[src/sv/bfr_pkg.sv]
`timescale 1ns / 1ps
// ----------------------------------------------------------------------------
// bfr_pkg
// Shared types, constants and helpers of the black frame run detector.
// ----------------------------------------------------------------------------
package bfr_pkg;

    localparam int PIXEL_COUNT_BITS = 24;

    localparam int FRACTION_BITS = 17;
    localparam int LEVEL_BITS    = 9;
    localparam int CFG_DATA_BITS = 17;
    localparam int RUN_BITS      = 16;
    localparam int DARK_OUT_BITS = 24;
    localparam int FRAC_SHIFT    = 16;

    localparam int PROD_BITS     = PIXEL_COUNT_BITS + FRACTION_BITS;
    localparam int DARK_EXT_BITS = (PIXEL_COUNT_BITS > DARK_OUT_BITS) ?
                                   PIXEL_COUNT_BITS : DARK_OUT_BITS;

    localparam logic [7:0] LUMA_R     = 8'd77;
    localparam logic [7:0] LUMA_G     = 8'd150;
    localparam logic [7:0] LUMA_B     = 8'd29;
    localparam int         LUMA_SHIFT = 8;

    localparam logic [FRACTION_BITS-1:0] FRACTION_RESET = 17'd62259;
    localparam logic [LEVEL_BITS-1:0]    LEVEL_RESET    = 9'd16;
    localparam logic [RUN_BITS-1:0]      RUN_MAX        = '1;
    localparam logic [DARK_OUT_BITS-1:0] DARK_OUT_MAX   = '1;

    typedef enum logic [1:0] {
        MODE_PIXEL = 2'd0,
        MODE_SKIP  = 2'd1,
        MODE_FAIL  = 2'd2
    } mode_t;

    typedef enum logic [0:0] {
        CFG_DARK_FRACTION = 1'b0,
        CFG_DARK_LEVEL    = 1'b1
    } cfg_index_t;

    typedef logic [PIXEL_COUNT_BITS-1:0] count_t;

    // one request from the input register
    typedef struct packed {
        logic [1:0] mode;
        logic [7:0] red;
        logic [7:0] green;
        logic [7:0] blue;
        logic       last_pixel;
    } pixel_t;

    // frame event handed to the decision stages
    typedef struct packed {
        logic   clr;
        count_t dark;
        count_t total;
    } frame_evt_t;

    function automatic logic [DARK_OUT_BITS-1:0] dark_sat(input count_t d);
        logic [DARK_EXT_BITS-1:0] ext;
        ext = DARK_EXT_BITS'(d);
        return (ext > DARK_EXT_BITS'(DARK_OUT_MAX)) ? DARK_OUT_MAX
                                                    : ext[DARK_OUT_BITS-1:0];
    endfunction

endpackage

[src/sv/bfr_in_if.sv]
`timescale 1ns / 1ps
// ----------------------------------------------------------------------------
// bfr_in_if
// Pixel request channel: valid/ready with mode, color and frame marker.
// ----------------------------------------------------------------------------
interface bfr_in_if;
    logic       valid;
    logic       ready;
    logic [1:0] mode;
    logic [7:0] red;
    logic [7:0] green;
    logic [7:0] blue;
    logic       last_pixel;

    modport source (output valid, mode, red, green, blue, last_pixel, input ready);
    modport sink   (input valid, mode, red, green, blue, last_pixel, output ready);
endinterface

[src/sv/bfr_out_if.sv]
`timescale 1ns / 1ps
// ----------------------------------------------------------------------------
// bfr_out_if
// Frame result channel: valid/ready with black flag, run and dark count.
// ----------------------------------------------------------------------------
interface bfr_out_if;
    logic        valid;
    logic        ready;
    logic        is_black;
    logic [15:0] run_count;
    logic [23:0] dark_pixels;

    modport source (output valid, is_black, run_count, dark_pixels, input ready);
    modport sink   (input valid, is_black, run_count, dark_pixels, output ready);
endinterface

[src/sv/black_frame_run_detector_top.sv]
`timescale 1ns / 1ps
// ----------------------------------------------------------------------------
// black_frame_run_detector_top
// Counts dark pixels per frame, classifies black frames, tracks the run.
// ----------------------------------------------------------------------------
//  channel   dir  handshake            payload
//  in_ch     in   valid/ready          mode, red, green, blue, last_pixel
//  out_ch    out  valid/ready          is_black, run_count, dark_pixels
//  cfg       in   cfg_we               cfg_index, cfg_data
//
//  one request per cycle unless out_ch stalls; a frame result passes the
//  input, event, product and output regs after the request ending a frame
//  the 17x24 fraction multiply sits alone in its own stage
//  stalls on out_ch back up through the stages; ready is a simple chain
//  reset clears counters, run, valids and loads the default registers
// ----------------------------------------------------------------------------
module black_frame_run_detector_top
    import bfr_pkg::*;
(
    input  logic                     clk,
    input  logic                     rst_n,
    input  logic                     cfg_we,
    input  logic [0:0]               cfg_index,
    input  logic [CFG_DATA_BITS-1:0] cfg_data,
    bfr_in_if.sink                   in_ch,
    bfr_out_if.source                out_ch
);

    logic [FRACTION_BITS-1:0] frac_reg,  frac_next;
    logic [LEVEL_BITS-1:0]    level_reg, level_next;

    logic       s1_v_reg, s1_v_next;
    pixel_t     s1_reg;
    logic       s2_v_reg, s2_v_next;
    frame_evt_t s2_reg;
    logic       s3_v_reg, s3_v_next;
    logic       s3_clr_reg;
    count_t     s3_dark_reg;
    logic [PROD_BITS-1:0] s3_prod_reg;

    logic                     out_v_reg, out_v_next;
    logic                     out_black_reg;
    logic [RUN_BITS-1:0]      run_reg, run_next;
    logic [DARK_OUT_BITS-1:0] out_dark_reg;

    logic       out_free, s3_ready, s2_ready, s1_ready;
    logic       s3_adv, s2_adv, s1_adv, in_acc;
    logic       evt_valid;
    frame_evt_t evt;
    logic       black;
    logic [PROD_BITS-1:0] dark_scaled;

    // configuration decode
    always_comb
    begin
        frac_next  = frac_reg;
        level_next = level_reg;
        if (cfg_we)
        begin
            unique case (cfg_index_t'(cfg_index))
                CFG_DARK_FRACTION: frac_next  = cfg_data[FRACTION_BITS-1:0];
                CFG_DARK_LEVEL:    level_next = cfg_data[LEVEL_BITS-1:0];
                default:           ;
            endcase
        end
    end

    // ready chain
    always_comb
    begin
        out_free = !out_v_reg || out_ch.ready;
        s3_ready = !s3_v_reg || out_free;
        s2_ready = !s2_v_reg || s3_ready;
        s1_ready = !s1_v_reg || s2_ready;
        s3_adv   = s3_v_reg && out_free;
        s2_adv   = s2_v_reg && s3_ready;
        s1_adv   = s1_v_reg && s2_ready;
        in_acc   = in_ch.valid && s1_ready;
    end

    assign in_ch.ready = s1_ready;

    bfr_count u_count (
        .clk        (clk),
        .rst_n      (rst_n),
        .adv        (s1_adv),
        .pix        (s1_reg),
        .dark_level (level_reg),
        .evt_valid  (evt_valid),
        .evt        (evt)
    );

    // black when not cleared and dark * 2^16 >= fraction * total
    always_comb
    begin
        dark_scaled = PROD_BITS'(s3_dark_reg) << FRAC_SHIFT;
        black       = !s3_clr_reg && (dark_scaled >= s3_prod_reg);
        run_next    = run_reg;
        if (s3_adv)
        begin
            if (black)
                run_next = (run_reg == RUN_MAX) ? run_reg : run_reg + 1'b1;
            else
                run_next = '0;
        end
    end

    always_comb
    begin
        s1_v_next  = in_acc ? 1'b1 : (s1_adv ? 1'b0 : s1_v_reg);
        s2_v_next  = evt_valid ? 1'b1 : (s2_adv ? 1'b0 : s2_v_reg);
        s3_v_next  = s2_adv ? 1'b1 : (s3_adv ? 1'b0 : s3_v_reg);
        out_v_next = s3_adv ? 1'b1 : (out_ch.ready ? 1'b0 : out_v_reg);
    end

    always_ff @(posedge clk or negedge rst_n)
    begin
        if (!rst_n)
        begin
            frac_reg  <= FRACTION_RESET;
            level_reg <= LEVEL_RESET;
            s1_v_reg  <= 1'b0;
            s2_v_reg  <= 1'b0;
            s3_v_reg  <= 1'b0;
            out_v_reg <= 1'b0;
            run_reg   <= '0;
        end
        else
        begin
            frac_reg  <= frac_next;
            level_reg <= level_next;
            s1_v_reg  <= s1_v_next;
            s2_v_reg  <= s2_v_next;
            s3_v_reg  <= s3_v_next;
            out_v_reg <= out_v_next;
            run_reg   <= run_next;
        end
    end

    always_ff @(posedge clk)
    begin
        if (in_acc)
        begin
            s1_reg.mode       <= in_ch.mode;
            s1_reg.red        <= in_ch.red;
            s1_reg.green      <= in_ch.green;
            s1_reg.blue       <= in_ch.blue;
            s1_reg.last_pixel <= in_ch.last_pixel;
        end
        if (evt_valid)
            s2_reg <= evt;
        if (s2_adv)
        begin
            s3_clr_reg  <= s2_reg.clr;
            s3_dark_reg <= s2_reg.dark;
            s3_prod_reg <= PROD_BITS'(frac_reg) * PROD_BITS'(s2_reg.total);
        end
        if (s3_adv)
        begin
            out_black_reg <= black;
            out_dark_reg  <= dark_sat(s3_dark_reg);
        end
    end

    assign out_ch.valid       = out_v_reg;
    assign out_ch.is_black    = out_black_reg;
    assign out_ch.run_count   = run_reg;
    assign out_ch.dark_pixels = out_dark_reg;

    a_clear_run: assert property (@(posedge clk) disable iff (!rst_n)
        (out_v_reg && !out_black_reg) |-> (run_reg == '0))
        else $error("run not cleared on a frame that is not black");

    a_black_run: assert property (@(posedge clk) disable iff (!rst_n)
        (out_v_reg && out_black_reg) |-> (run_reg != '0))
        else $error("black frame with empty run");

    a_clear_dark: assert property (@(posedge clk) disable iff (!rst_n)
        (s3_adv && s3_clr_reg) |=> (out_dark_reg == '0 && !out_black_reg))
        else $error("skip or failure reported dark pixels");

endmodule

[src/sv/bfr_count.sv]
`timescale 1ns / 1ps
// ----------------------------------------------------------------------------
// bfr_count
// Luma and dark test of one pixel, saturating frame counters, frame events.
// ----------------------------------------------------------------------------
module bfr_count
    import bfr_pkg::*;
(
    input  logic                  clk,
    input  logic                  rst_n,
    input  logic                  adv,
    input  pixel_t                pix,
    input  logic [LEVEL_BITS-1:0] dark_level,
    output logic                  evt_valid,
    output frame_evt_t            evt
);

    count_t      dark_cnt_reg,  dark_cnt_next;
    count_t      pix_cnt_reg,   pix_cnt_next;
    logic [15:0] luma_sum;
    logic [7:0]  luma;
    logic        is_dark;
    logic        is_pixel;
    count_t      dark_inc;
    count_t      pix_inc;

    always_comb
    begin
        luma_sum = (16'(LUMA_R) * 16'(pix.red)) + (16'(LUMA_G) * 16'(pix.green))
                 + (16'(LUMA_B) * 16'(pix.blue));
        luma     = luma_sum[LUMA_SHIFT +: 8];
        is_dark  = {1'b0, luma} < dark_level;
        is_pixel = pix.mode == MODE_PIXEL;
        pix_inc  = (pix_cnt_reg == '1) ? pix_cnt_reg : pix_cnt_reg + 1'b1;
        dark_inc = !is_dark ? dark_cnt_reg
                 : (dark_cnt_reg == '1) ? dark_cnt_reg : dark_cnt_reg + 1'b1;
    end

    always_comb
    begin
        evt.clr   = !is_pixel;
        evt.dark  = is_pixel ? dark_inc : '0;
        evt.total = is_pixel ? pix_inc  : '0;
        evt_valid = adv && (!is_pixel || pix.last_pixel);

        dark_cnt_next = dark_cnt_reg;
        pix_cnt_next  = pix_cnt_reg;
        if (adv)
        begin
            if (!is_pixel || pix.last_pixel)
            begin
                dark_cnt_next = '0;
                pix_cnt_next  = '0;
            end
            else
            begin
                dark_cnt_next = dark_inc;
                pix_cnt_next  = pix_inc;
            end
        end
    end

    always_ff @(posedge clk or negedge rst_n)
    begin
        if (!rst_n)
        begin
            dark_cnt_reg <= '0;
            pix_cnt_reg  <= '0;
        end
        else
        begin
            dark_cnt_reg <= dark_cnt_next;
            pix_cnt_reg  <= pix_cnt_next;
        end
    end

    // a dark pixel is always also a counted pixel
    a_dark_le_total: assert property (@(posedge clk) disable iff (!rst_n)
        dark_cnt_reg <= pix_cnt_reg)
        else $error("dark count above pixel count");

    a_event_resets: assert property (@(posedge clk) disable iff (!rst_n)
        evt_valid |=> (dark_cnt_reg == '0 && pix_cnt_reg == '0))
        else $error("counters not cleared after frame event");

endmodule

[src/flat_wrapper.sv]
// flat-port wrapper written by rule: the top's interface ports become plain ports
module black_frame_run_detector_top_flat import bfr_pkg::*;
  (clk, rst_n, cfg_we, cfg_index, cfg_data, in_ch_valid, in_ch_mode, in_ch_red, in_ch_green, in_ch_blue, in_ch_last_pixel, in_ch_ready, out_ch_valid, out_ch_is_black, out_ch_run_count, out_ch_dark_pixels, out_ch_ready);
  bfr_in_if in_ch_i ();
  bfr_out_if out_ch_i ();
  input  logic clk;
  input  logic rst_n;
  input  logic cfg_we;
  input  logic [0:0] cfg_index;
  input  logic [CFG_DATA_BITS-1:0] cfg_data;
  input wire logic [$bits(in_ch_i.valid)-1:0] in_ch_valid;
  input wire logic [$bits(in_ch_i.mode)-1:0] in_ch_mode;
  input wire logic [$bits(in_ch_i.red)-1:0] in_ch_red;
  input wire logic [$bits(in_ch_i.green)-1:0] in_ch_green;
  input wire logic [$bits(in_ch_i.blue)-1:0] in_ch_blue;
  input wire logic [$bits(in_ch_i.last_pixel)-1:0] in_ch_last_pixel;
  output wire logic [$bits(in_ch_i.ready)-1:0] in_ch_ready;
  output wire logic [$bits(out_ch_i.valid)-1:0] out_ch_valid;
  output wire logic [$bits(out_ch_i.is_black)-1:0] out_ch_is_black;
  output wire logic [$bits(out_ch_i.run_count)-1:0] out_ch_run_count;
  output wire logic [$bits(out_ch_i.dark_pixels)-1:0] out_ch_dark_pixels;
  input wire logic [$bits(out_ch_i.ready)-1:0] out_ch_ready;
  assign in_ch_i.valid = in_ch_valid;
  assign in_ch_i.mode = in_ch_mode;
  assign in_ch_i.red = in_ch_red;
  assign in_ch_i.green = in_ch_green;
  assign in_ch_i.blue = in_ch_blue;
  assign in_ch_i.last_pixel = in_ch_last_pixel;
  assign in_ch_ready = in_ch_i.ready;
  assign out_ch_valid = out_ch_i.valid;
  assign out_ch_is_black = out_ch_i.is_black;
  assign out_ch_run_count = out_ch_i.run_count;
  assign out_ch_dark_pixels = out_ch_i.dark_pixels;
  assign out_ch_i.ready = out_ch_ready;
  black_frame_run_detector_top u_core (.clk(clk), .rst_n(rst_n), .cfg_we(cfg_we), .cfg_index(cfg_index), .cfg_data(cfg_data), .in_ch(in_ch_i), .out_ch(out_ch_i));
endmodule
[config.mk]
export PLATFORM = sky130hd
export DESIGN_NAME = black_frame_run_detector_top_flat
export DESIGN_NICKNAME = d
export VERILOG_FILES = /design/src/sv/bfr_pkg.sv /design/src/sv/bfr_in_if.sv /design/src/sv/bfr_out_if.sv /design/src/sv/black_frame_run_detector_top.sv /design/src/sv/bfr_count.sv /design/src/flat_wrapper.sv
export SDC_FILE = /design/constraint.sdc
export NUM_CORES = 2
export LEC_CHECK = 0
export CORE_MARGIN = 5
export CORE_UTILIZATION = 29
export DETAILED_ROUTE_END_ITERATION = 8
export DONT_BUFFER_PORTS = 1
export GPL_ROUTABILITY_DRIVEN = 0
export HOLD_SLACK_MARGIN = 0.1
export MAX_ROUTING_LAYER = met4
export PLACE_DENSITY = 0.5
export SETUP_SLACK_MARGIN = 0.1
export SYNTH_ARGS = -nofsm -noshare
export SYNTH_HDL_FRONTEND = slang
export SYNTH_HIERARCHICAL = 1
export SYNTH_SLANG_ARGS = --single-unit
[constraint.sdc]
create_clock -name clk -period 9.6 [get_ports clk]
set_input_delay 0.96 -clock clk [delete_from_list [all_inputs] [get_ports clk]]
set_output_delay 0.96 -clock clk [all_outputs]
set_load 0.01 [all_outputs]
== Word level (Yosys, flattened, before mapping) ==
Index checks and enable logic that the tools add are counted.

* Add/subtract/negate cells: 5
* Multiply operators: 4
* Magnitude comparators: 3
* Eq/ne operators: 4
* Muxes and demuxes: 15
* Bitwise logic cells: 1
* Reductions and logical operators: 25

{| class="wikitable"
|+ Operator list
! kind !! number
|-
| $mux 24 || 5
|-
| $add 24x1->24 const B || 2
|-
| $eq 24x24->1 const B || 2
|-
| $ge 40x41->1 || 1
|-
| $mul 17x24->41 || 1
|-
| $mux 16 || 2
|-
| $mul 7x8->15 const A || 2
|-
| $gt 24x24->1 const B || 1
|-
| $add 15x16->16 || 1
|-
| $add 16x1->16 const B || 1
|-
| $add 16x13->16 || 1
|-
| $eq 16x16->1 const B || 1
|-
| $mul 5x8->13 const A || 1
|-
| $lt 8x9->1 || 1
|-
| $mux 1 || 8
|-
| $reduce_bool 2->1 || 4
|-
| $logic_and 1x1->1 || 6
|-
| $logic_not 1->1 || 6
|-
| $reduce_and 2->1 || 3
|-
| $logic_or 1x1->1 || 5
|-
| $logic_not 2->1 || 1
|-
| $ne 2x2->1 const B || 1
|-
| $not 1->1 || 1
|}

* Flip-flop bits (word level): 261
* Input port bits: 50
* Output and inout port bits: 43
* Logic and storage cells: 79

== Longest topological paths before layout ==
* Depth after elaboration: 7
* Mapped depth: 34
* Depth with buffers taken out: 33

== By module ==
Netlist, hierarchy kept.

{| class="wikitable"
|+ Modules (own cells, without submodules)
! module !! times used !! cells each !! area an instance (um^2)
|-
| black_frame_run_detector_top || 1 || 1978 || 20893.8
|-
| bfr_count || 1 || 781 || 6786.5
|}

== Worst setup path after synthesis ==
No wires, ideal clock.

* Kind: register -> register
* Start: register u_core/s1_reg[13] (netlist name)
* End: register u_core/s2_reg[46] (netlist name), data pin
* Library setup time: 131 ps
* Arrival: 8019 ps
* Slack: 1450 ps
* Cell stages (with the launch flop): 31
* Path buffers: 1
* Period minus slack after synthesis: 8150 ps
* Cells stage by stage: edfxtp_1 -> ha_1 -> ha_1 -> inv_1 -> fa_1 -> fa_1 -> inv_1 -> ha_1 -> xnor2_1 -> fa_1 -> fa_1 -> inv_1 -> fa_1 -> fa_1 -> inv_1 -> ha_1 -> and3_1 -> nand3_1 -> o211ai_1 -> o41a_1 -> o311ai_0 -> xnor2_1 -> ha_1 -> nand4b_1 -> a211o_1 -> a311o_1 -> o221ai_2 -> buf_2 -> nor3_2 -> a211o_1 -> nand2_1

* Cells in the longest elaborated chain, start to end: 5

{| class="wikitable"
|+ Ends and longest elaborated chain
! element !! line !! source
|-
| from (decl) || black_frame_run_detector_top.sv:33 || <nowiki>pixel_t s1_reg;</nowiki>
|-
| $mul 7x8->15 || bfr_count.sv:29 || <nowiki>luma_sum = (16'(LUMA_R) * 16'(pix.red)) + (16'(LUMA_G) * 16'(pix.green))</nowiki>
|-
| $add 15x16->16 || bfr_count.sv:29 ||
|-
| $add 16x13->16 || bfr_count.sv:30 || <nowiki>+ (16'(LUMA_B) * 16'(pix.blue));</nowiki>
|-
| $lt 8x9->1 || bfr_count.sv:32 || <nowiki>is_dark = {1'b0, luma} < dark_level;</nowiki>
|-
| $mux 24 || bfr_count.sv:35 || <nowiki>dark_inc = !is_dark ? dark_cnt_reg</nowiki>
|-
| to (signal assigned) || black_frame_run_detector_top.sv:151 || <nowiki>s2_reg <= evt;</nowiki>
|-
| to (decl) || black_frame_run_detector_top.sv:35 || <nowiki>frame_evt_t s2_reg;</nowiki>
|}

No other way between the ends.
A chain may end at the register's enable or synchronous reset.

== Worst setup path after layout ==
* Start: register u_core/s1_reg[13] (netlist name)
* End: register u_core.u_count.dark_cnt_reg[23]

* Cells in the longest elaborated chain, start to end: 6

{| class="wikitable"
|+ Ends and longest elaborated chain
! element !! line !! source
|-
| $mul 7x8->15 || bfr_count.sv:29 ||
|-
| $add 15x16->16 || bfr_count.sv:29 ||
|-
| $add 16x13->16 || bfr_count.sv:30 ||
|-
| $lt 8x9->1 || bfr_count.sv:32 ||
|-
| $mux 24 || bfr_count.sv:35 ||
|-
| $mux 24 || bfr_count.sv:50 || <nowiki>if (!is_pixel || pix.last_pixel)</nowiki>
|-
| to (signal assigned) || bfr_count.sv:72 || <nowiki>dark_cnt_reg <= dark_cnt_next;</nowiki>
|-
| to (decl) || bfr_count.sv:18 || <nowiki>count_t dark_cnt_reg, dark_cnt_next;</nowiki>
|}

No other way between the ends.

==> impl_metrics.py <==
metrics = {
    "run_status": {
        "status": "completed",
    },
    "sta": {
        "fmax_ghz": 0.113,
        "fin_crit_sh": 0.922,
        "grt_setup_unrepaired": "no",
        "clock_skew_ns": 0.0203,
        "setup_slack_ns": 0.752,
        "period_needed_ns": 8.85,
        "tightest_slew_ns": 1.15,
        "setup_violations": 0,
        "max_slew_margin": 0.234,
        "slew_violations": 0,
        "hold_ws_ns": 0.273,
        "tns_ns": 0,
        "finalHoldViolations": 0,
    },
    "place": {
        "dp_hpwl_mm": 53.4,
        "portBuffers": 0,
        "placed_area_um2": 29000,
        "pre_cts_ws_ns": 0.737,
    },
    "cts": {
        "cts_tree": "yes",
        "clk_path_buf_depth": 3,
        "cts-root-buf": "clkbuf_16",
        "clkTransAtPathRegs_ns": 0.05,
        "post_cts_buffers": 0,
        "clock-sinks": 261,
        "htreeDepth": 2,
        "clk_latency_ns": 0.55,
        "cts_made_buffers": 35,
    },
    "global_route": {
        "grtUsageTotal": 0.145,
        "antenna_found_initial": 2,
        "grt_first_pass_wirelength_mm": 115,
        "overflow": 0,
        "grt_max_degree": 82,
        "grt_pass1_vias": 20000,
    },
    "synthesis": {
        "muxShareOfSynthArea": 0.0151,
        "yosysSeqAreaShare": 0.267,
        "synth_top_family_by_area": "adder cells",
        "yosys.cell_types.count": 85,
        "synth_edf_count": 167,
        "synth_xor_area_frac": 0.0320,
        "syn_nets": 3426,
        "synthesis.area_um2": 27700,
        "ys_top_cells_by_area": "fa_1 (28%), edfxtp_1 (18%), ha_1 (11%)",
        "yosys.area_share.adder": 0.383,
        "synth_top_area_frac": 0.278,
        "synthSimpleGateAreaFrac": 0.148,
        "ys_warn_count": 6,
        "synth-main-ff-cell": "edfxtp_1",
        "synth_compound_area_frac": 0.0669,
        "ys_async_sr_fraction": 0.360,
        "netlist_instances": 2759,
        "synth_top_area_cell": "fa_1",
        "syn_avg_cell_area_um2": 10.0,
        "synth-seq-cells": 261,
    },
    "setup_path": {
        "reg2reg_depth": 30,
        "critPathSlowestCell": "fa_1",
        "crit_path_start_kind": "flop",
        "worst_ep_required_time_ns": 10.02,
        "crit_fanout": 23,
        "path_class": "reg2reg",
        "slowest_delay_ns": 0.54,
        "end_kind": "flop",
        "worstPathArrival_ns": 9.27,
        "critical_path.most_common_cell": "fa_1",
    },
    "floorplanning": {
        "fp.dieH_um": 319,
        "start_util": 0.292,
        "row_count": 113,
        "core_area_um2": 94900,
        "ios": 93,
        "dieArea_um2": 102000,
        "die_w_um": 319,
    },
    "finish": {
        "final_area_um2": 30200,
        "area_growth_pct": 8.98,
        "nets": 3366,
        "largest_reg_flops": 49,
        "fill_cells": 9703,
        "drive_gt1_frac": 0.0554,
    },
    "detailed_routing": {
        "drc": 0,
        "antenna_left": 0,
        "drtIter0Drc": 1023,
        "avgRoutedWirePerCell_um": 17.7,
        "wl_mm": 70.8,
        "via_count": 18500,
        "first_pass_iters": 5,
        "via_per_inst": 4.64,
    },
    "job": {
        "maxCapViolCount": 0,
    },
    "hold_path": {
        "min_path_type": "in2async",
    },
}
## through the flow
step / instances / util
after floorplan: 2759 / -
after global placement: 3925 / 0.305
final: 3993 / 0.318
after CTS: 3991 / 0.318
after global routing: 3993 / 0.318
after detailed placement: 3925 / 0.305
## placed cells by master (no fill, tap or decap), types with 36 or more instances in the layout
cell         n
inv_1      526
fa_1       384
nand2_1    316
ha_1       233
and2_1     178
edfxtp_1   167
nor2_1     124
dfrtp_1     83
xnor2_1     72
o21ai_0     66
a21oi_1     62
nor3_1      38
clkbuf_16   36
a21o_1      36
## final timing paths
path,startpoint,end,slack (ns)
max in group asynchronous,rst_n,u_core/frac_reg[6],8.60
min in group clk,u_core/s2_reg[43],u_core/s3_dark_reg[19],0.42
hold reg to reg,u_core/s2_reg[43],u_core/s3_dark_reg[19],0.42
hold / removal,rst_n,u_core/frac_reg[1],0.27
setup reg to reg,u_core/s1_reg[13],u_core/u_count/dark_cnt_reg[23],0.75
setup / recovery,u_core/s1_reg[13],u_core/u_count/dark_cnt_reg[23],0.75
## worst max-delay path, delay by kind of cell, from the launching register on
kind            cells  cell delay (ns)
xor+xnor            2             0.33
compound gates      6             1.76
flops               1             0.46
buf+inv             5             0.39
simple gates        5             0.86
fa+ha+maj          11             4.60
mux                 1             0.28
## per-layer routing
layer	vias up	GRT usage	routed length (um)
met5	-	-	0
met4	0	0.0256	1170
met3	69	0.0230	2860
met2	305	0.249	35200
met1	9471	0.185	31600
li1	8669	-	-
## cell families (layout without fill, tap and decap cells)
| group | Yosys count | after routing |
|---|---|---|
| buffers and inverters | 645 | 612 |
| DFF | 261 | 261 |
| AOI/OAI and AO/OA | 274 | 274 |
| muxes | 38 | 38 |
| adders and majority gates | 617 | 617 |
| xor gates and xnor gates | 101 | 101 |
| and+or+nand+nor | 823 | 823 |
| other | 0 | 2 |
## cell usage after synthesis, drive strengths merged, types with 40 or more instances
cell type,count
nand2,317
clkbuf,107
ha,233
edfxtp,167
xnor2,72
nor3,40
o21ai,71
nor2,127
fa,384
a21oi,62
and2,180
inv,526
dfrtp,83
## what timing repair did
action,4_1_cts,5_1_grt
hold buffers,2,0
hold endpoints to repair,81,0
resized for setup,0,0
## cell type report
cell class,instances,area (um2),share of cell area
Multi-Input combinational cell,1853,17900,0.592
Sequential cell,261,7380,0.245
Inverter,526,1970,0.0654
Tap cell,1265,1580,0.0525
Clock buffer,44,941,0.0312
Clock inverter,20,210,0.00697
Timing Repair Buffer,22,200,0.00664
Antenna cell,2,5.00,0.000166
Power is left out: the tool's default activity adds up to more than one toggle a clock period on the data nets, which glitch-free logic cannot reach.
